==> src/rtl/core/led_breathing_sine_generator_top_defines.svh <==
// Assertion macros shared by the LED breathing sine generator RTL.
// Include with the bare file name; expects clk and rst in scope.
`ifndef LED_BREATHING_SINE_GENERATOR_TOP_DEFINES_SVH
`define LED_BREATHING_SINE_GENERATOR_TOP_DEFINES_SVH

// Same-cycle implication, disabled during reset.
`define LBSG_ASSERT_NOW(label, ante, cons, msg) \
  label: assert property (@(posedge clk) disable iff (rst) (ante) |-> (cons)) \
    else $error(msg);

// Next-cycle implication, disabled during reset.
`define LBSG_ASSERT_NEXT(label, ante, cons, msg) \
  label: assert property (@(posedge clk) disable iff (rst) (ante) |=> (cons)) \
    else $error(msg);

`endif

==> src/rtl/core/lbsg_pkg.sv <==
// Package for the LED breathing sine generator: widths, codes and FSM type.
// No dependencies.
package lbsg_pkg;

  localparam int PHASE_BITS_DEF = 16;
  localparam int STEP_W = 16;
  localparam int LED_W = 8;
  localparam int SINE_W = 16;
  localparam int KIND_W = 2;
  localparam int FRAC_SH = 15;

  typedef enum logic [1:0] {
    ST_IDLE,
    ST_OPS,
    ST_MUL,
    ST_FIN
  } state_t;

  typedef enum logic [KIND_W-1:0] {
    KIND_TICK   = 2'd0,
    KIND_PEAK   = 2'd1,
    KIND_TROUGH = 2'd2,
    KIND_BRIGHT = 2'd3
  } kind_t;

  // Operand width of the shared multiplier: holds both the phase terms and Q1.15.
  function automatic int mul_width(input int pb);
    return (pb + 1 > SINE_W + 1) ? pb + 1 : SINE_W + 1;
  endfunction

endpackage

==> src/rtl/core/lbsg_mul.sv <==
// Shared signed multiplier with a registered product.
// Standalone; width handed down from the top level.
module lbsg_mul #(
  parameter int W = 17
) (
  input  logic                  clk,
  input  logic                  en,
  input  logic signed [W-1:0]   a,
  input  logic signed [W-1:0]   b,
  output logic signed [2*W-1:0] prod
);

  always_ff @(posedge clk) begin
    if (en) begin
      prod <= a * b;
    end
  end

endmodule

==> src/rtl/core/led_breathing_sine_generator_top.sv <==
// LED breathing sine generator: the result register is loaded after the input transfer
// through the operand select, multiply and finish states, all on one shared multiplier.
// A new item is accepted only after the result of the previous one has been loaded.
// A waiting result holds the finish step until it is taken.
// Synchronous reset clears phase, sine value, phase step and output valid.
// Depends on lbsg_pkg, lbsg_mul and led_breathing_sine_generator_top_defines.svh.
`include "led_breathing_sine_generator_top_defines.svh"

module led_breathing_sine_generator_top #(
  parameter int PHASE_BITS = lbsg_pkg::PHASE_BITS_DEF
) (
  input  logic                                      clk,
  input  logic                                      rst,
  input  logic                                      cfg_we,
  input  logic [lbsg_pkg::STEP_W-1:0]               cfg_wdata,
  input  logic                                      s_tvalid,
  output logic                                      s_tready,
  // led_min [7:0], led_max [15:8]
  input  logic [2*lbsg_pkg::LED_W-1:0]              s_tdata,
  // kind [1:0]
  input  logic [lbsg_pkg::KIND_W-1:0]               s_tuser,
  output logic                                      m_tvalid,
  input  logic                                      m_tready,
  // brightness [7:0], sine_value [23:8]
  output logic [lbsg_pkg::LED_W+lbsg_pkg::SINE_W-1:0] m_tdata
);
  import lbsg_pkg::*;

  localparam int F = PHASE_BITS - 1;
  localparam int MW = mul_width(PHASE_BITS);
  localparam int PW = 2 * MW;
  localparam int SH_R = (2 * F >= 17) ? 2 * F - 17 : 0;
  localparam int SH_L = (2 * F >= 17) ? 0 : 17 - 2 * F;
  localparam logic [PHASE_BITS-1:0] QUARTER = PHASE_BITS'(1) << (PHASE_BITS - 2);
  localparam logic [F:0] HALF = (F + 1)'(1) << F;
  localparam logic [SINE_W:0] POS_MAX = 17'h07FFF;
  localparam logic [SINE_W:0] NEG_MAX = 17'h08000;

  state_t state, state_next;
  kind_t kind;
  logic [STEP_W-1:0] step;
  logic [PHASE_BITS+STEP_W-1:0] step_wide;
  logic [PHASE_BITS-1:0] step_ph, phase, neg_ph, mag;
  logic [F:0] comp;
  logic [SINE_W-1:0] sine_now;
  logic [LED_W-1:0] led_min, led_max, off, off_next;
  logic [LED_W:0] sum_lm;
  logic signed [LED_W+1:0] amp;
  logic signed [MW-1:0] op_a, op_b, op_a_next, op_b_next;
  logic signed [PW-1:0] prod;
  logic mul_en, fin_go;
  logic [PW-1:0] mshift;
  logic [SINE_W:0] mclamp, mneg;
  logic [SINE_W-1:0] tick_sine;
  logic signed [PW:0] t;
  logic [PW-15:0] hi;
  logic [LED_W-1:0] bright_calc, bright_out;
  logic [SINE_W-1:0] sine_out;

  assign step_wide = {{PHASE_BITS{1'b0}}, step};
  assign step_ph = step_wide[PHASE_BITS-1:0];

  // Operand selection for the multiplier.
  assign neg_ph = -phase;
  assign mag = phase[F] ? neg_ph : phase;
  assign comp = HALF - mag;
  assign sum_lm = {1'b0, led_max} + {1'b0, led_min};
  assign off_next = sum_lm[LED_W:1];
  assign amp = $signed({2'b00, led_max}) - $signed({2'b00, off_next});

  always_comb begin
    if (kind == KIND_BRIGHT) begin
      op_a_next = $signed({{(MW - SINE_W){sine_now[SINE_W-1]}}, sine_now});
      op_b_next = $signed({{(MW - LED_W - 2){amp[LED_W+1]}}, amp});
    end else begin
      op_a_next = $signed({{(MW - PHASE_BITS){1'b0}}, mag});
      op_b_next = $signed({{(MW - PHASE_BITS){1'b0}}, comp});
    end
  end

  lbsg_mul #(
    .W(MW)
  ) u_mul (
    .clk (clk),
    .en  (mul_en),
    .a   (op_a),
    .b   (op_b),
    .prod(prod)
  );

  // Finish step for a tick: scale to Q1.15, clamp and apply the sign.
  assign mshift = ($unsigned(prod) >> SH_R) << SH_L;
  always_comb begin
    if (phase[F]) begin
      mclamp = (mshift > PW'(NEG_MAX)) ? NEG_MAX : mshift[SINE_W:0];
    end else begin
      mclamp = (mshift > PW'(POS_MAX)) ? POS_MAX : mshift[SINE_W:0];
    end
  end
  assign mneg = -mclamp;
  assign tick_sine = phase[F] ? mneg[SINE_W-1:0] : mclamp[SINE_W-1:0];

  // Finish step for brightness: add the offset, truncate and clamp.
  assign t = $signed({prod[PW-1], prod})
           + $signed({{(PW + 1 - LED_W - FRAC_SH){1'b0}}, off, {FRAC_SH{1'b0}}});
  assign hi = $unsigned(t[PW:FRAC_SH]);
  always_comb begin
    if (t[PW]) begin
      bright_calc = '0;
    end else if (hi > (PW - 14)'(255)) begin
      bright_calc = '1;
    end else begin
      bright_calc = hi[LED_W-1:0];
    end
  end

  always_comb begin
    state_next = state;
    s_tready = 1'b0;
    mul_en = 1'b0;
    fin_go = 1'b0;
    case (state)
      ST_IDLE: begin
        s_tready = 1'b1;
        if (s_tvalid) begin
          state_next = ST_OPS;
        end
      end
      ST_OPS: begin
        state_next = ST_MUL;
      end
      ST_MUL: begin
        mul_en = 1'b1;
        state_next = ST_FIN;
      end
      ST_FIN: begin
        if (!m_tvalid || m_tready) begin
          fin_go = 1'b1;
          state_next = ST_IDLE;
        end
      end
      default: begin
        state_next = ST_IDLE;
      end
    endcase
  end

  always_ff @(posedge clk) begin
    if (rst) begin
      state <= ST_IDLE;
    end else begin
      state <= state_next;
    end
  end

  always_ff @(posedge clk) begin
    if (rst) begin
      step <= '0;
      phase <= '0;
      sine_now <= '0;
      m_tvalid <= 1'b0;
    end else begin
      if (cfg_we) begin
        step <= cfg_wdata;
      end
      if (s_tvalid && s_tready) begin
        case (kind_t'(s_tuser))
          KIND_TICK:   phase <= phase + step_ph;
          KIND_PEAK:   phase <= QUARTER;
          KIND_TROUGH: phase <= -QUARTER;
          default:     phase <= phase;
        endcase
      end
      if (fin_go) begin
        m_tvalid <= 1'b1;
        if (kind == KIND_TICK) begin
          sine_now <= tick_sine;
        end
      end else if (m_tready) begin
        m_tvalid <= 1'b0;
      end
    end
  end

  always_ff @(posedge clk) begin
    if (s_tvalid && s_tready) begin
      kind <= kind_t'(s_tuser);
      led_min <= s_tdata[LED_W-1:0];
      led_max <= s_tdata[2*LED_W-1:LED_W];
    end
    if (state == ST_OPS) begin
      op_a <= op_a_next;
      op_b <= op_b_next;
      off <= off_next;
    end
    if (fin_go) begin
      bright_out <= (kind == KIND_BRIGHT) ? bright_calc : '0;
      sine_out <= (kind == KIND_TICK) ? tick_sine : sine_now;
    end
  end

  assign m_tdata = {sine_out, bright_out};

  `LBSG_ASSERT_NEXT(a_accept_starts, s_tvalid && s_tready, state == ST_OPS, "Start missed.")
  `LBSG_ASSERT_NEXT(a_bright_zero, fin_go && kind != KIND_BRIGHT, bright_out == '0, "Bad level.")
  `LBSG_ASSERT_NEXT(a_sine_held, fin_go && kind != KIND_TICK, sine_out == sine_now, "Sine moved.")
  `LBSG_ASSERT_NEXT(a_sine_sign, fin_go && kind == KIND_TICK && !phase[F], !sine_now[SINE_W-1], "Bad sign.")

endmodule

==> config.mk <==
export PLATFORM = sky130hd
export DESIGN_NAME = led_breathing_sine_generator_top
export DESIGN_NICKNAME = d
export VERILOG_FILES = /design/src/rtl/core/lbsg_pkg.sv /design/src/rtl/core/lbsg_mul.sv /design/src/rtl/core/led_breathing_sine_generator_top.sv
export VERILOG_INCLUDE_DIRS = /design/src /design/src/rtl/core
export SDC_FILE = /design/constraint.sdc
export NUM_CORES = 1
export LEC_CHECK = 0
export ABC_AREA = 1
export CORE_MARGIN = 2
export CORE_UTILIZATION = 65
export CTS_CLUSTER_DIAMETER = 50
export DETAILED_ROUTE_END_ITERATION = 8
export DONT_BUFFER_PORTS = 1
export PLACE_DENSITY = 0.81
export SYNTH_ARGS = -nofsm -noshare
export SYNTH_HDL_FRONTEND = slang
export SYNTH_SLANG_ARGS = --single-unit
==> constraint.sdc <==
create_clock -name clk -period 18.4 [get_ports clk]
set_input_delay 0 -clock clk [delete_from_list [all_inputs] [get_ports clk]]
set_output_delay 0 -clock clk [all_outputs]
set_load 0.01 [all_outputs]
# --- Word-level counts from Yosys, hierarchy flattened ---
# Cells that the tools add are included.
totals:
  out_inout_bits: 26
  reg_bits: 169
  input_bits: 39
  elab_cells: 66
op_classes:
  eq_ne: 8
  order_cmp: 3
  n_mul: 1
  n_reduce_logical: 11
  n_mux: 19
  addsub: 7
  bitwise: 1
op_table:
  columns: ["op", "count"]
  rows:
  - ["16-bit 2-to-1 mux", 8]
  - ["16-bit one-hot mux with 3 select lines", 1]
  - ["34-bit by 24-bit adder with 35-bit output", 1]
  - ["17-bit by 17-bit multiplier with 34-bit output", 1]
  - ["16-bit negation", 2]
  - ["21-bit by 15-bit > comparator with 1-bit output, second input constant", 1]
  - ["21-bit by 16-bit > comparator with 1-bit output, second input constant", 1]
  - ["20-bit by 8-bit > comparator with 1-bit output, second input constant", 1]
  - ["16-bit adder", 1]
  - ["16-bit subtractor, first input constant", 1]
  - ["8-bit by 8-bit adder with 9-bit output", 1]
  - ["8-bit by 8-bit subtractor with 9-bit output", 1]
  - ["2-bit equality test, second input constant", 4]
  - ["8-bit 2-to-1 mux", 1]
  - ["2-bit one-hot mux with 4 select lines", 1]
  - ["2-bit logical NOT", 3]
  - ["1-bit 2-to-1 mux", 6]
  - ["2-bit by 1-bit equality test with 1-bit output, second input constant", 2]
  - ["2-bit 2-to-1 mux", 2]
  - ["2-bit != test, second input constant", 2]
  - ["2-bit AND reduction", 2]
  - ["3-bit nonzero test", 1]
  - ["2-bit nonzero test", 1]
  - ["2-bit OR reduction", 1]
  - ["4 further kinds", 4]

# --- Logic depth before layout (Yosys ltp) ---
logic_depth:
  ltp_word: 6
  depth_mapped: 27

# --- Cells and area by module ---
# From an unflattened synthesis, not the netlist that was laid out.
unflattened:
  cells_unflattened: 2690
  area_unflattened_um2: 21284.2
modules_own_cells:
  columns: ["module", "cells_each", "area_per_inst_um2", "n_inst", "seq_area_each_um2"]
  rows:
  - ["lbsg_mul", 1668, 13047.5, 1, 1021.0]
  - ["led_breathing_sine_generator_top", 1022, 8236.6, 1, 3543.4]

# --- Worst setup path before layout ---
# OpenSTA, ideal clock, no wires.
synth_timing:
  path_type: "reg-to-reg"
  startpoint: "register op_b[6]"
  endpoint: "register u_mul.prod[33] (data pin)"
  setup_slack_ns: 12.416
  n_path_buf: 2
  t_arrival_ns: 5.720
  setup_time_ns: 0.264
  required_ns: 18.136
  period_less_slack_ns: 5.984
  path_stages_with_launch: 20
  path_cell_list: "edfxtp_1 -> clkbuf_1 -> clkbuf_1 -> nand2_1 -> fa_1 -> inv_1 -> fa_1 -> fa_1 -> fa_1 -> fa_1 -> inv_1 -> fa_1 -> inv_1 -> ha_1 -> nand2_1 -> nor4_1 -> nand2_1 -> o211ai_1 -> a31oi_1 -> xor2_1"
synth_between:
  elab_chain_len: 1
synth_lines:
  columns: ["item", "line", "source"]
  rows:
  - ["start: declaration", "led_breathing_sine_generator_top.sv:49", "logic signed [MW-1:0] op_a, op_b, op_a_next, op_b_next;"]
  - ["start signal: assignment", "led_breathing_sine_generator_top.sv:193", "op_b <= op_b_next;"]
  - ["17-bit by 17-bit multiplier with 34-bit output", "lbsg_mul.sv:15", "prod <= a * b;"]
  - ["end signal: assignment", "lbsg_mul.sv:15", null]
  - ["end: declaration", "lbsg_mul.sv:10", "output logic signed [2*W-1:0] prod"]
# No other way between the ends.
# A chain may end at the register's enable or synchronous reset.

# --- Worst setup path in the final report ---
layout_timing:
  startpoint: "register op_b[5]"
  endpoint: "register u_mul.prod[29] (data pin)"
# Same word-level chain as after synthesis.

==> impl_metrics.json <==
{
  "core_area_um2": 30430,
  "cts.htree.levels": 4,
  "synth_area_um2": 20000,
  "clkLatencyLatePin_ns": 0.45,
  "grt_max_degree": 45,
  "drt-initial-drc-count": 1475,
  "max_cap_viol_count": 0,
  "synth_fp_nets": 2935,
  "min_from": "s_tuser[1]",
  "ys_warn_count": 0,
  "path_cells": "nand2_1 > fa_1 > inv_1 > fa_1 > fa_1 > fa_1 > fa_1 > inv_1 > fa_1 > inv_1 > ha_1 > nand2_1 > nor4_1 > nand2_1 > o211ai_1 > a21oi_1 > xnor2_1",
  "drv_slew": 0,
  "root_buffer": "clkbuf_16",
  "initial_utilization_pct": 65.73,
  "fp.dieArea_um2": 32190,
  "min-delay-path-class": "in2reg",
  "grt_overflow": 0,
  "mostFrequentLayoutCell": "inv_1",
  "area_growth_pct": 7.675,
  "place_hpwl_um": 37680,
  "die_w_um": 179.4,
  "finalHoldViolCount": 0,
  "grt_use_total_pct": 32.70,
  "synth_edf_count": 105,
  "worstPathMaxFanout": 17,
  "min_period_over_period_pct": 36.29,
  "final_nets": 2944,
  "synth_seq_cells": 156,
  "yosysSeqAreaShare_pct": 20.87,
  "routedWlPerCell_um": 17.62,
  "wl_um": 50940,
  "vias": 16410,
  "async_reset_ff_share_pct": 0,
  "worst_pin_slew_ns": 1.198,
  "skew_ns": 0.02272,
  "drt-pass1-iter-count": 5,
  "layout_common_cells": "inv_1, nand2_1, fa_1",
  "worstSetupPathType": "reg2reg",
  "cts_buffer_depth": 2,
  "rsz0062_at_grt": "no",
  "path_clk_slew_ns": 0.08,
  "r2r_start": "op_b[5]",
  "ys.flop_type": "edfxtp_1",
  "syn_inst": 2470,
  "num_rows": 64,
  "maxSlewHeadroom_pct": 20.13,
  "r2r_slack_ns": 11.72,
  "startpoint": "op_b[5]",
  "layout-drive-gt1-share_pct": 3.732,
  "cpMaxStageDelayCell": "fa_1",
  "yosysUniqueCellTypes": 54,
  "drc": 0,
  "grt_pass1_wl_um": 84370,
  "dieHeight_um": 179.4,
  "numClockSinks": 156,
  "numCtsBuffers": 17,
  "antenna_found_initial": 4,
  "outcome": "completed",
  "fmax_mhz": 149.8,
  "cpMostUsedCell": "fa_1",
  "post_cts_buffers": 0,
  "ant_nets": 0,
  "slowest_delay_ns": 0.81,
  "viasPerCell": 5.676,
  "cp.required_ns": 18.56,
  "synth_area_per_cell_um2": 8.098,
  "place_congestion": 0.9141,
  "cp-end-kind": "register",
  "setup_viol": 0,
  "numPortBuffers": 0,
  "cp.arrival_ns": 6.84,
  "fin_setup_tns_ns": 0,
  "start_kind": "register",
  "grt_pass1_vias": 17060,
  "fin_crit_ns": 6.677,
  "ioPinCount": 65,
  "cts_tree": "done"
}
[metal layers]
layer / global-route usage, % / routed length [um] / up-vias
met5: 0 / 0 / -
met4: 13.07 / 2147 / 0
met3: 5.409 / 3993 / 173
met2: 56.77 / 25730 / 798
met1: 40.95 / 19070 / 7975
li1: - / - / 7464
[registers in the layout (all words and copies together), names as in the netlist]
name / cells
sine_now: 16
phase: 16
op_a: 17
led_max: 8
step: 16
bright_out: 8
sine_out: 16
m_tvalid: 1
u_mul.prod: 21
state: 2
op_b: 17
kind: 2
led_min: 8
off: 8
[cells by family after synthesis]
kind of cell	count (synthesis)	share of synthesized area, %
xor gates and xnor gates	66	2.965
AOI/OAI and AO/OA	288	7.957
DFF	156	20.87
and+or+nand+nor	817	16.78
adders and majority gates	426	37.87
buffers and inverters	717	13.56
[critical path: cells and delay by family (launching register included)]
family | cells | cell delay (ns)
adders and majority gates | 7 | 3.90
and+or+nand+nor | 4 | 0.90
DFF | 1 | 0.78
AOI/OAI and AO/OA | 2 | 0.50
xor gates and xnor gates | 1 | 0.17
buffers and inverters | 3 | 0.16
[repair_timing]
action,in CTS,in global routing
hold buffers,72,0
resized for setup,0,0
hold endpoints to repair,69,0
[final timing paths]
kind | endpoint | cells past startpoint
hold reg to reg | phase[4] | 2
setup / recovery | u_mul.prod[29] | 17
hold / removal | phase[14] | 4
setup reg to reg | u_mul.prod[29] | 17
[layout make-up]
| type | instances | area, um^2 |
|---|---|---|
| diodes | 3 | 7.507 |
| inverters | 626 | 2350 |
| fillers | 2301 | 8892 |
| clock buffers | 17 | 425.4 |
| well taps | 396 | 495.5 |
| multi-input cells | 1597 | 13120 |
| repair buffers | 81 | 798.3 |
| clock inverters | 15 | 167.7 |
| flip-flops and latches | 156 | 4174 |
[cells in the mapped netlist, types with 3 or more instances]
master | n | area (um^2)
a21oi_1 | 125 | 625.6
a21oi_2 | 3 | 26.28
a31oi_1 | 5 | 31.28
buf_2 | 4 | 20.02
clkbuf_1 | 83 | 311.6
clkinv_1 | 3 | 11.26
dfxtp_1 | 51 | 1021
edfxtp_1 | 105 | 3153
fa_1 | 299 | 5986
ha_1 | 127 | 1589
inv_1 | 612 | 2297
inv_2 | 11 | 41.29
nand2_1 | 536 | 2012
nand2_2 | 7 | 43.79
nand3_1 | 59 | 295.3
nand3_2 | 4 | 40.04
nand3b_1 | 3 | 22.52
nand4_1 | 20 | 125.1
nor2_1 | 150 | 563.0
nor2_2 | 9 | 56.30
nor3_1 | 11 | 55.05
nor4_1 | 5 | 31.28
o211ai_1 | 16 | 120.1
o21a_1 | 4 | 30.03
o21ai_0 | 96 | 480.5
o21ai_1 | 14 | 70.07
o21bai_1 | 6 | 45.04
o31ai_1 | 5 | 37.54
or2_2 | 6 | 37.54
xnor2_1 | 21 | 183.9
xor2_1 | 43 | 376.6
[per-stage QoR]
step	std cells	instance area (um^2)	hold WS [ns]	util (%)	setup slack [ns]
finish	2891	21540	0.07058	70.78	11.72
global route	2890	21530	0.08576	70.77	11.39
CTS	2888	21530	0.01556	70.75	11.78
detailed placement	2784	20210	0.07641	66.40	11.80
global placement	2784	20210	0.07345	66.40	12.03
floorplan	2470	20000	0.09887	-	12.42
Power is left out: the tool's default activity adds up to more than one toggle a clock period on the data nets, which glitch-free logic cannot reach.
